$ cat config.mk
export PLATFORM = sky130hd
export DESIGN_NAME = hex_title_nca_name_scanner
export DESIGN_NICKNAME = d
export VERILOG_FILES = /design/src/rtl/hntns_pkg.sv /design/src/rtl/hntns_front.sv /design/src/rtl/hntns_queue.sv /design/src/rtl/hntns_back.sv /design/src/rtl/hex_title_nca_name_scanner.sv
export SDC_FILE = /design/constraint.sdc
export NUM_CORES = 1
export LEC_CHECK = 0
export ABC_CLOCK_PERIOD_IN_PS = 10500
export BUFFER_PORTS_ARGS = -buffer_cell sky130_fd_sc_hd__clkbuf_2
export CAP_MARGIN = 20
export CORE_MARGIN = 5
export CORE_UTILIZATION = 55
export DETAILED_ROUTE_END_ITERATION = 16
export PLACE_DENSITY = 0.8
export SLEW_MARGIN = 10
export SYNTH_ARGS = -nofsm -noshare
export SYNTH_HDL_FRONTEND = slang
export SYNTH_SLANG_ARGS = --single-unit
$ cat constraint.sdc
create_clock -name i_clk -period 10.5 [get_ports i_clk]
set_input_delay 0 -clock i_clk [delete_from_list [all_inputs] [get_ports i_clk]]
set_output_delay 0 -clock i_clk [all_outputs]
set_load 0.01 [all_outputs]
$ cat src/rtl/hntns_pkg.sv
// Shared types, constants and byte classifier for the title-name scanner.
`timescale 1ns / 1ps

package hntns_pkg;

    localparam int unsigned WIN_LEN   = 20;
    localparam int unsigned DIGIT_LEN = 16;
    localparam int unsigned FILL_W    = 5;
    localparam int unsigned TITLE_W   = 64;

    localparam logic [7:0] CH_DOT  = 8'h2E;  // '.'
    localparam logic [7:0] CH_N_LO = 8'h6E;  // 'n'
    localparam logic [7:0] CH_N_UP = 8'h4E;  // 'N'
    localparam logic [7:0] CH_C_LO = 8'h63;  // 'c'
    localparam logic [7:0] CH_C_UP = 8'h43;  // 'C'
    localparam logic [7:0] CH_A_LO = 8'h61;  // 'a'
    localparam logic [7:0] CH_A_UP = 8'h41;  // 'A'
    localparam logic [7:0] CH_ZERO = 8'h30;  // '0'
    localparam logic [7:0] CH_ONE  = 8'h31;  // '1'
    localparam logic [7:0] CH_NINE = 8'h39;  // '9'
    localparam logic [7:0] CH_F_LO = 8'h66;  // 'f'
    localparam logic [7:0] CH_F_UP = 8'h46;  // 'F'

    // One classified byte as it travels through the queue.
    typedef struct packed {
        logic       last;
        logic       is_hex;
        logic [3:0] nib;
        logic       is_dot;
        logic       is_n;
        logic       is_c;
        logic       is_a;
        logic       is_zero;
        logic       is_one;
    } t_cls;

    function automatic t_cls classify(input logic [7:0] b, input logic last);
        t_cls c;
        c         = '0;
        c.last    = last;
        c.is_dot  = (b == CH_DOT);
        c.is_n    = (b == CH_N_LO) || (b == CH_N_UP);
        c.is_c    = (b == CH_C_LO) || (b == CH_C_UP);
        c.is_a    = (b == CH_A_LO) || (b == CH_A_UP);
        c.is_zero = (b == CH_ZERO);
        c.is_one  = (b == CH_ONE);
        if (b >= CH_ZERO && b <= CH_NINE) begin
            c.is_hex = 1'b1;
            c.nib    = 4'(b - CH_ZERO);
        end else if (b >= CH_A_LO && b <= CH_F_LO) begin
            c.is_hex = 1'b1;
            c.nib    = 4'(b - CH_A_LO + 8'd10);
        end else if (b >= CH_A_UP && b <= CH_F_UP) begin
            c.is_hex = 1'b1;
            c.nib    = 4'(b - CH_A_UP + 8'd10);
        end
        return c;
    endfunction

endpackage

$ cat src/rtl/hntns_front.sv
// Front end: takes string-table words and classifies each byte into the queue.
`timescale 1ns / 1ps

module hntns_front (
    input  logic             i_valid,
    input  logic [7:0]       i_table_byte,
    input  logic             i_last_byte,
    input  logic             i_q_full,
    output logic             o_stall,
    output logic             o_push,
    output hntns_pkg::t_cls  o_push_item
);
    import hntns_pkg::*;

    assign o_stall     = i_q_full;
    assign o_push      = i_valid && !i_q_full;
    assign o_push_item = classify(i_table_byte, i_last_byte);

endmodule

$ cat src/rtl/hntns_queue.sv
// Small first-word-fall-through queue of classified bytes.
`timescale 1ns / 1ps

module hntns_queue #(
    parameter int unsigned DEPTH = 4
) (
    input  logic             i_clk,
    input  logic             i_rst_n,
    input  logic             i_push,
    input  hntns_pkg::t_cls  i_push_item,
    output logic             o_full,
    input  logic             i_pop,
    output logic             o_q_valid,
    output hntns_pkg::t_cls  o_head
);
    import hntns_pkg::*;

    localparam int unsigned PTR_W = (DEPTH > 1) ? $clog2(DEPTH) : 1;
    localparam int unsigned CNT_W = $clog2(DEPTH + 1);
    localparam logic [PTR_W-1:0] LAST_PTR = PTR_W'(DEPTH - 1);
    localparam logic [CNT_W-1:0] FULL_CNT = CNT_W'(DEPTH);

    t_cls             r_mem [DEPTH];
    logic [PTR_W-1:0] r_wr_ptr, n_wr_ptr;
    logic [PTR_W-1:0] r_rd_ptr, n_rd_ptr;
    logic [CNT_W-1:0] r_count, n_count;

    assign o_full    = (r_count == FULL_CNT);
    assign o_q_valid = (r_count != '0);
    assign o_head    = r_mem[r_rd_ptr];

    always_comb begin
        n_wr_ptr = r_wr_ptr;
        n_rd_ptr = r_rd_ptr;
        n_count  = r_count;
        if (i_push) begin
            n_wr_ptr = (r_wr_ptr == LAST_PTR) ? '0 : r_wr_ptr + 1'b1;
        end
        if (i_pop) begin
            n_rd_ptr = (r_rd_ptr == LAST_PTR) ? '0 : r_rd_ptr + 1'b1;
        end
        if (i_push && !i_pop) begin
            n_count = r_count + 1'b1;
        end else if (!i_push && i_pop) begin
            n_count = r_count - 1'b1;
        end
    end

    always_ff @(posedge i_clk) begin
        if (!i_rst_n) begin
            r_wr_ptr <= '0;
            r_rd_ptr <= '0;
            r_count  <= '0;
        end else begin
            r_wr_ptr <= n_wr_ptr;
            r_rd_ptr <= n_rd_ptr;
            r_count  <= n_count;
        end
    end

    always_ff @(posedge i_clk) begin
        if (i_push) begin
            r_mem[r_wr_ptr] <= i_push_item;
        end
    end

endmodule

$ cat src/rtl/hntns_back.sv
// Back end: sliding window, title-name match, latch and result register.
`timescale 1ns / 1ps

module hntns_back (
    input  logic                            i_clk,
    input  logic                            i_rst_n,
    input  logic                            i_q_valid,
    input  hntns_pkg::t_cls                 i_head,
    output logic                            o_pop,
    output logic                            o_valid,
    input  logic                            i_stall,
    output logic                            o_found,
    output logic [hntns_pkg::TITLE_W-1:0]   o_title_value
);
    import hntns_pkg::*;

    localparam logic [FILL_W-1:0] FILL_MAX = FILL_W'(WIN_LEN);

    t_cls                r_win [WIN_LEN];
    t_cls                n_win [WIN_LEN];
    logic [FILL_W-1:0]   r_fill, n_fill;
    logic                r_seen;
    logic [TITLE_W-1:0]  r_title;
    logic                r_out_valid;
    logic                r_out_found;
    logic [TITLE_W-1:0]  r_out_title;
    logic                hit;
    logic                all_hex;
    logic [TITLE_W-1:0]  win_value;

    assign o_pop         = i_q_valid && (!r_out_valid || !i_stall);
    assign o_valid       = r_out_valid;
    assign o_found       = r_out_found;
    assign o_title_value = r_out_title;

    // Window as it stands once the head byte is shifted in.
    always_comb begin
        for (int k = 0; k < WIN_LEN - 1; k++) begin
            n_win[k] = r_win[k+1];
        end
        n_win[WIN_LEN-1] = i_head;
        n_fill = (r_fill < FILL_MAX) ? r_fill + 1'b1 : r_fill;
    end

    always_comb begin
        all_hex = 1'b1;
        for (int k = 0; k < DIGIT_LEN; k++) begin
            all_hex = all_hex && n_win[k].is_hex;
            win_value[TITLE_W-1-4*k -: 4] = n_win[k].nib;
        end
        hit = (n_fill == FILL_MAX) && all_hex
            && n_win[DIGIT_LEN].is_dot && n_win[DIGIT_LEN+1].is_n
            && n_win[DIGIT_LEN+2].is_c && n_win[DIGIT_LEN+3].is_a
            && n_win[0].is_zero && n_win[1].is_one;
    end

    always_ff @(posedge i_clk) begin
        if (!i_rst_n) begin
            r_fill      <= '0;
            r_seen      <= 1'b0;
            r_out_valid <= 1'b0;
        end else begin
            if (o_pop && i_head.last) begin
                r_out_valid <= 1'b1;
            end else if (!i_stall) begin
                r_out_valid <= 1'b0;
            end
            if (o_pop) begin
                if (i_head.last) begin
                    r_fill <= '0;
                    r_seen <= 1'b0;
                end else begin
                    r_fill <= n_fill;
                    if (hit) begin
                        r_seen <= 1'b1;
                    end
                end
            end
        end
    end

    always_ff @(posedge i_clk) begin
        if (o_pop) begin
            for (int k = 0; k < WIN_LEN; k++) begin
                r_win[k] <= n_win[k];
            end
            if (hit && !r_seen) begin
                r_title <= win_value;
            end
            if (i_head.last) begin
                r_out_found <= r_seen || hit;
                r_out_title <= r_seen ? r_title : (hit ? win_value : '0);
            end
        end
    end

endmodule

$ cat src/rtl/hex_title_nca_name_scanner.sv
// Top level of the title-name scanner: front classifier, queue, back matcher.
//
//  channel | direction | handshake          | payload
//  --------+-----------+--------------------+------------------------------
//  input   | in        | i_valid / o_stall  | i_table_byte, i_last_byte
//  result  | out       | o_valid / i_stall  | o_found, o_title_value
//
// One word per cycle sustained while o_stall is low; the back end's window shift and
// parallel compare of all 20 positions are combinational on the queue head.
// A result is registered after its last-byte word is accepted (queue write,
// then back-end pop into the result register).
// Reset (i_rst_n low, synchronous) empties the queue and clears fill count,
// match latch and result valid; no clearing pass is needed.
// A stalled result only blocks the back end; the front keeps taking words
// until the queue is full, and then raises o_stall.
`timescale 1ns / 1ps

module hex_title_nca_name_scanner #(
    parameter int unsigned QUEUE_DEPTH = 4
) (
    input  logic         i_clk,
    input  logic         i_rst_n,
    input  logic         i_valid,
    output logic         o_stall,
    input  logic [7:0]   i_table_byte,
    input  logic         i_last_byte,
    output logic         o_valid,
    input  logic         i_stall,
    output logic         o_found,
    output logic [63:0]  o_title_value
);
    import hntns_pkg::*;

    logic push;
    logic q_full;
    logic q_valid;
    logic pop;
    t_cls push_item;
    t_cls head;

    // Front: byte classification and queue write.
    hntns_front u_front (
        .i_valid      (i_valid),
        .i_table_byte (i_table_byte),
        .i_last_byte  (i_last_byte),
        .i_q_full     (q_full),
        .o_stall      (o_stall),
        .o_push       (push),
        .o_push_item  (push_item)
    );

    // Decoupling queue so result stalls do not reach the input at once.
    hntns_queue #(
        .DEPTH (QUEUE_DEPTH)
    ) u_queue (
        .i_clk       (i_clk),
        .i_rst_n     (i_rst_n),
        .i_push      (push),
        .i_push_item (push_item),
        .o_full      (q_full),
        .i_pop       (pop),
        .o_q_valid   (q_valid),
        .o_head      (head)
    );

    // Back: window, first-match latch, result register.
    hntns_back u_back (
        .i_clk         (i_clk),
        .i_rst_n       (i_rst_n),
        .i_q_valid     (q_valid),
        .i_head        (head),
        .o_pop         (pop),
        .o_valid       (o_valid),
        .i_stall       (i_stall),
        .o_found       (o_found),
        .o_title_value (o_title_value)
    );

endmodule

==> reports/metrics.cfg <==
[power]
power_uw = 4055
p_int_uw = 2905
p_leak_uw = 0.005185
p_sw_frac = 0.2836
combPwrFrac = 0.154
clock_power_share = 0.263
cellPowerDensity_mw_per_mm2 = 283.8
pwr-share-seq = 0.584
peakVddDrop_mv = 0.1644
p_switching_uw = 1150

[clock_tree]
cts_max_level = 1
cts.sinks = 331
cts_buffer_depth = 3
cts_tree = yes
clock_latency_ns = 0.55
numCtsBuffers = 31
cts.clk_slew.worst_paths_ns = 0.06
cts_setup_buffers = 0
clockRootBuffer = clkbuf_16

[synth]
syn_avg_cell_area_um2 = 17.86
yosys.area_share.simple = 0.05459
ys.flop_type = edfxtp_1
synth_cell_types = 48
synth_common_cells = edfxtp_1 (315), nand2_1 (78), inv_1 (71)
synth_top_area_cell = edfxtp_1
synth_compound_area_frac = 0.08902
synth_fp_nets = 727
ys_warn_count = 0
synth_edf_count = 315
netlist_area_mm2 = 0.01254
yosys.area_share.adder = 0.01257
ys_async_sr_fraction = 0
yosysMostFrequentCell = edfxtp_1
synth_top_family_by_area = compound AO/OA/AOI/OAI gates
ys_top_cells_by_area = edfxtp_1 (75%), o41ai_2 (6.4%), dfxtp_1 (2.6%), nand2_1 (2.3%), mux4_2 (2.2%)
synth-seq-cells = 331
syn-instance-count = 702
yosysTopAreaCellShare = 0.7545
synthMuxAreaShare = 0.02655
yosysSeqAreaShare = 0.7800
yosys.area_share.xor_xnor = 0.001397

[critical_path]
worstPathRequired_ns = 10.67
cp_cell_sequence = mux4_2 > nand4_1 > nor4b_2 > buf_4
crit_fanout = 64
max_stage_delay_ns = 0.86
crit_type = register to register
critical_path_arrival_ns = 3.02
r2r_setup_slack_ns = 7.65
slowest_stage = dfxtp_1
end_kind = register
critPathLaunchType = register

[floorplan]
core_mm2 = 0.02257
std_cell_rows = 55
initial_core_util = 0.5554
die-height_um = 161.0
die-area_mm2 = 0.02591
chipWidth_um = 161.0
io_pins = 80

[flow_run]
maxCapViolCount = 0

[routing]
final_antenna_net_count = 0
vias = 6210
first_pass_iters = 5
drt_drc_violations_left = 0
vias_per_cell = 5.605
drt_wl_total_mm = 20.69
first_iter_violations = 503
wl_per_cell_um = 18.67

[cells_and_area]
register_area_mm2 = 0.009783
n_antenna_cell = 0
fill_cells = 1506
area_growth_pct = 13.96
nets = 824
drive_gt1_frac = 0.2418
multi_input_area_mm2 = 0.002335

[timing]
setup_tns_ns = 0
fmax_mhz = 350.4
fin_crit_sh = 0.2718
rsz0062_at_grt = false
fin_skew_ns = 0.01479
setup_violations = 0
hold_violations = 0
tightest_slew_ns = 1.088
relSlewSlack = 0.2748
drv_slew = 0
holdWs_ns = 0.02604
min_period_ns = 2.854

[run_status]
status = finished clean

[global_route]
grt_pass1_wl_mm = 33.03
antenna_found_initial = 0
grt_max_degree = 87
grt_pass1_vias = 6233
grt-ovfl-total = 0
grt_usage = 0.1576

[placement]
port_buffers = 79
gp_congestion = 0.7413
dpl.hpwl_mm = 11.59

[worst_hold_path]
hold_class = input pin to register

area by class of cell:
type	count	share of cell area
clock buffer	38	0.05613
sequential	331	0.6847
clock inverter	19	0.01182
timing repair buffer	98	0.04011
inverter	71	0.01883
tap	285	0.02496
multi-input combinational	266	0.1634
placed cells by master, fill, tap and decap left out, drive strengths merged, types with 4 or more instances in the layout:
master,instances
nor2b,7
a21boi,6
dlygate4sd3,14
dfxtp,16
inv,73
o21ai,7
o41ai,64
nor2,13
nand3,7
nand2,78
ha,11
buf,5
nor3,5
mux2i,4
clkinv,14
clkbuf,117
nand4,10
mux4,12
edfxtp,315
and2,6
critical path: cells and delay by family (launching register included):
kind / cells / cell delay, ns
DFF: 1 / 0.86
buffers and inverters: 1 / 0.67
and+or+nand+nor: 2 / 0.39
muxes: 1 / 0.45
power by group through the flow:
stage | sequential, µW | combinational, µW | clock (µW)
after floorplan | 2350 | 379 | 0
after global placement | 2370 | 611 | 0
after detailed placement | 2390 | 625 | 0
after CTS | 2370 | 633 | 1090
after global routing | 2420 | 682 | 1150
final | 2370 | 623 | 1060
metrics by stage:
stage | cell area [µm²] | util | instances | setup WS [ns]
floorplan | 12540 | - | 702 | 2.168
global placement | 13180 | 0.5838 | 1037 | 7.679
detailed placement | 13180 | 0.5838 | 1037 | 7.606
CTS | 14290 | 0.6330 | 1108 | 7.579
global route | 14290 | 0.6330 | 1108 | 7.403
finish | 14290 | 0.6330 | 1108 | 7.646
sequential cells by signal (all words and copies together), names as in the netlist, named ones only:
signal and flops:
u_queue.r_count 3, u_queue.r_mem 48, u_back.r_fill 5, u_back.r_title 64, u_queue.r_wr_ptr 2, u_back.o_valid 1, u_back.o_title_value 64, u_queue.r_rd_ptr 2
u_back.r_win 138, u_back.r_seen 1, u_back.o_found 1
layer usage:
metal	track usage	wire length (µm)	vias to the layer above
met5	0	0	-
met4	0.04575	476	0
met3	0.02628	1056	33
met2	0.2638	10150	176
met1	0.2170	9004	3114
li1	-	-	2887
cells by family after synthesis:
| logic type | after synthesis |
|---|---|
| DFF | 331 |
| adders and majority gates | 12 |
| muxes | 18 |
| xor gates and xnor gates | 2 |
| buffers and inverters | 105 |
| and+or+nand+nor | 143 |
| AOI/OAI and AO/OA | 91 |
worst paths after layout:
path,start,to,cells after the start
worst min-delay path,i_table_byte[6],u_queue.r_mem[0][0]$_DFFE_PP_,3
worst max-delay path,register,u_back.r_title[7]$_DFFE_PP_,4
worst max register to register,register,u_back.r_title[7]$_DFFE_PP_,4
worst min register to register,u_back.r_win[4][25]$_DFFE_PP_,u_back.r_win[4][13]$_DFFE_PP_,0
timing repair:
item / 4_1_cts / 5_1_grt
resized for setup: 0 / 0
hold endpoints to repair: 56 / 0
hold buffers: 14 / 0
No activity file was read; power rests on OpenSTA's default activity.
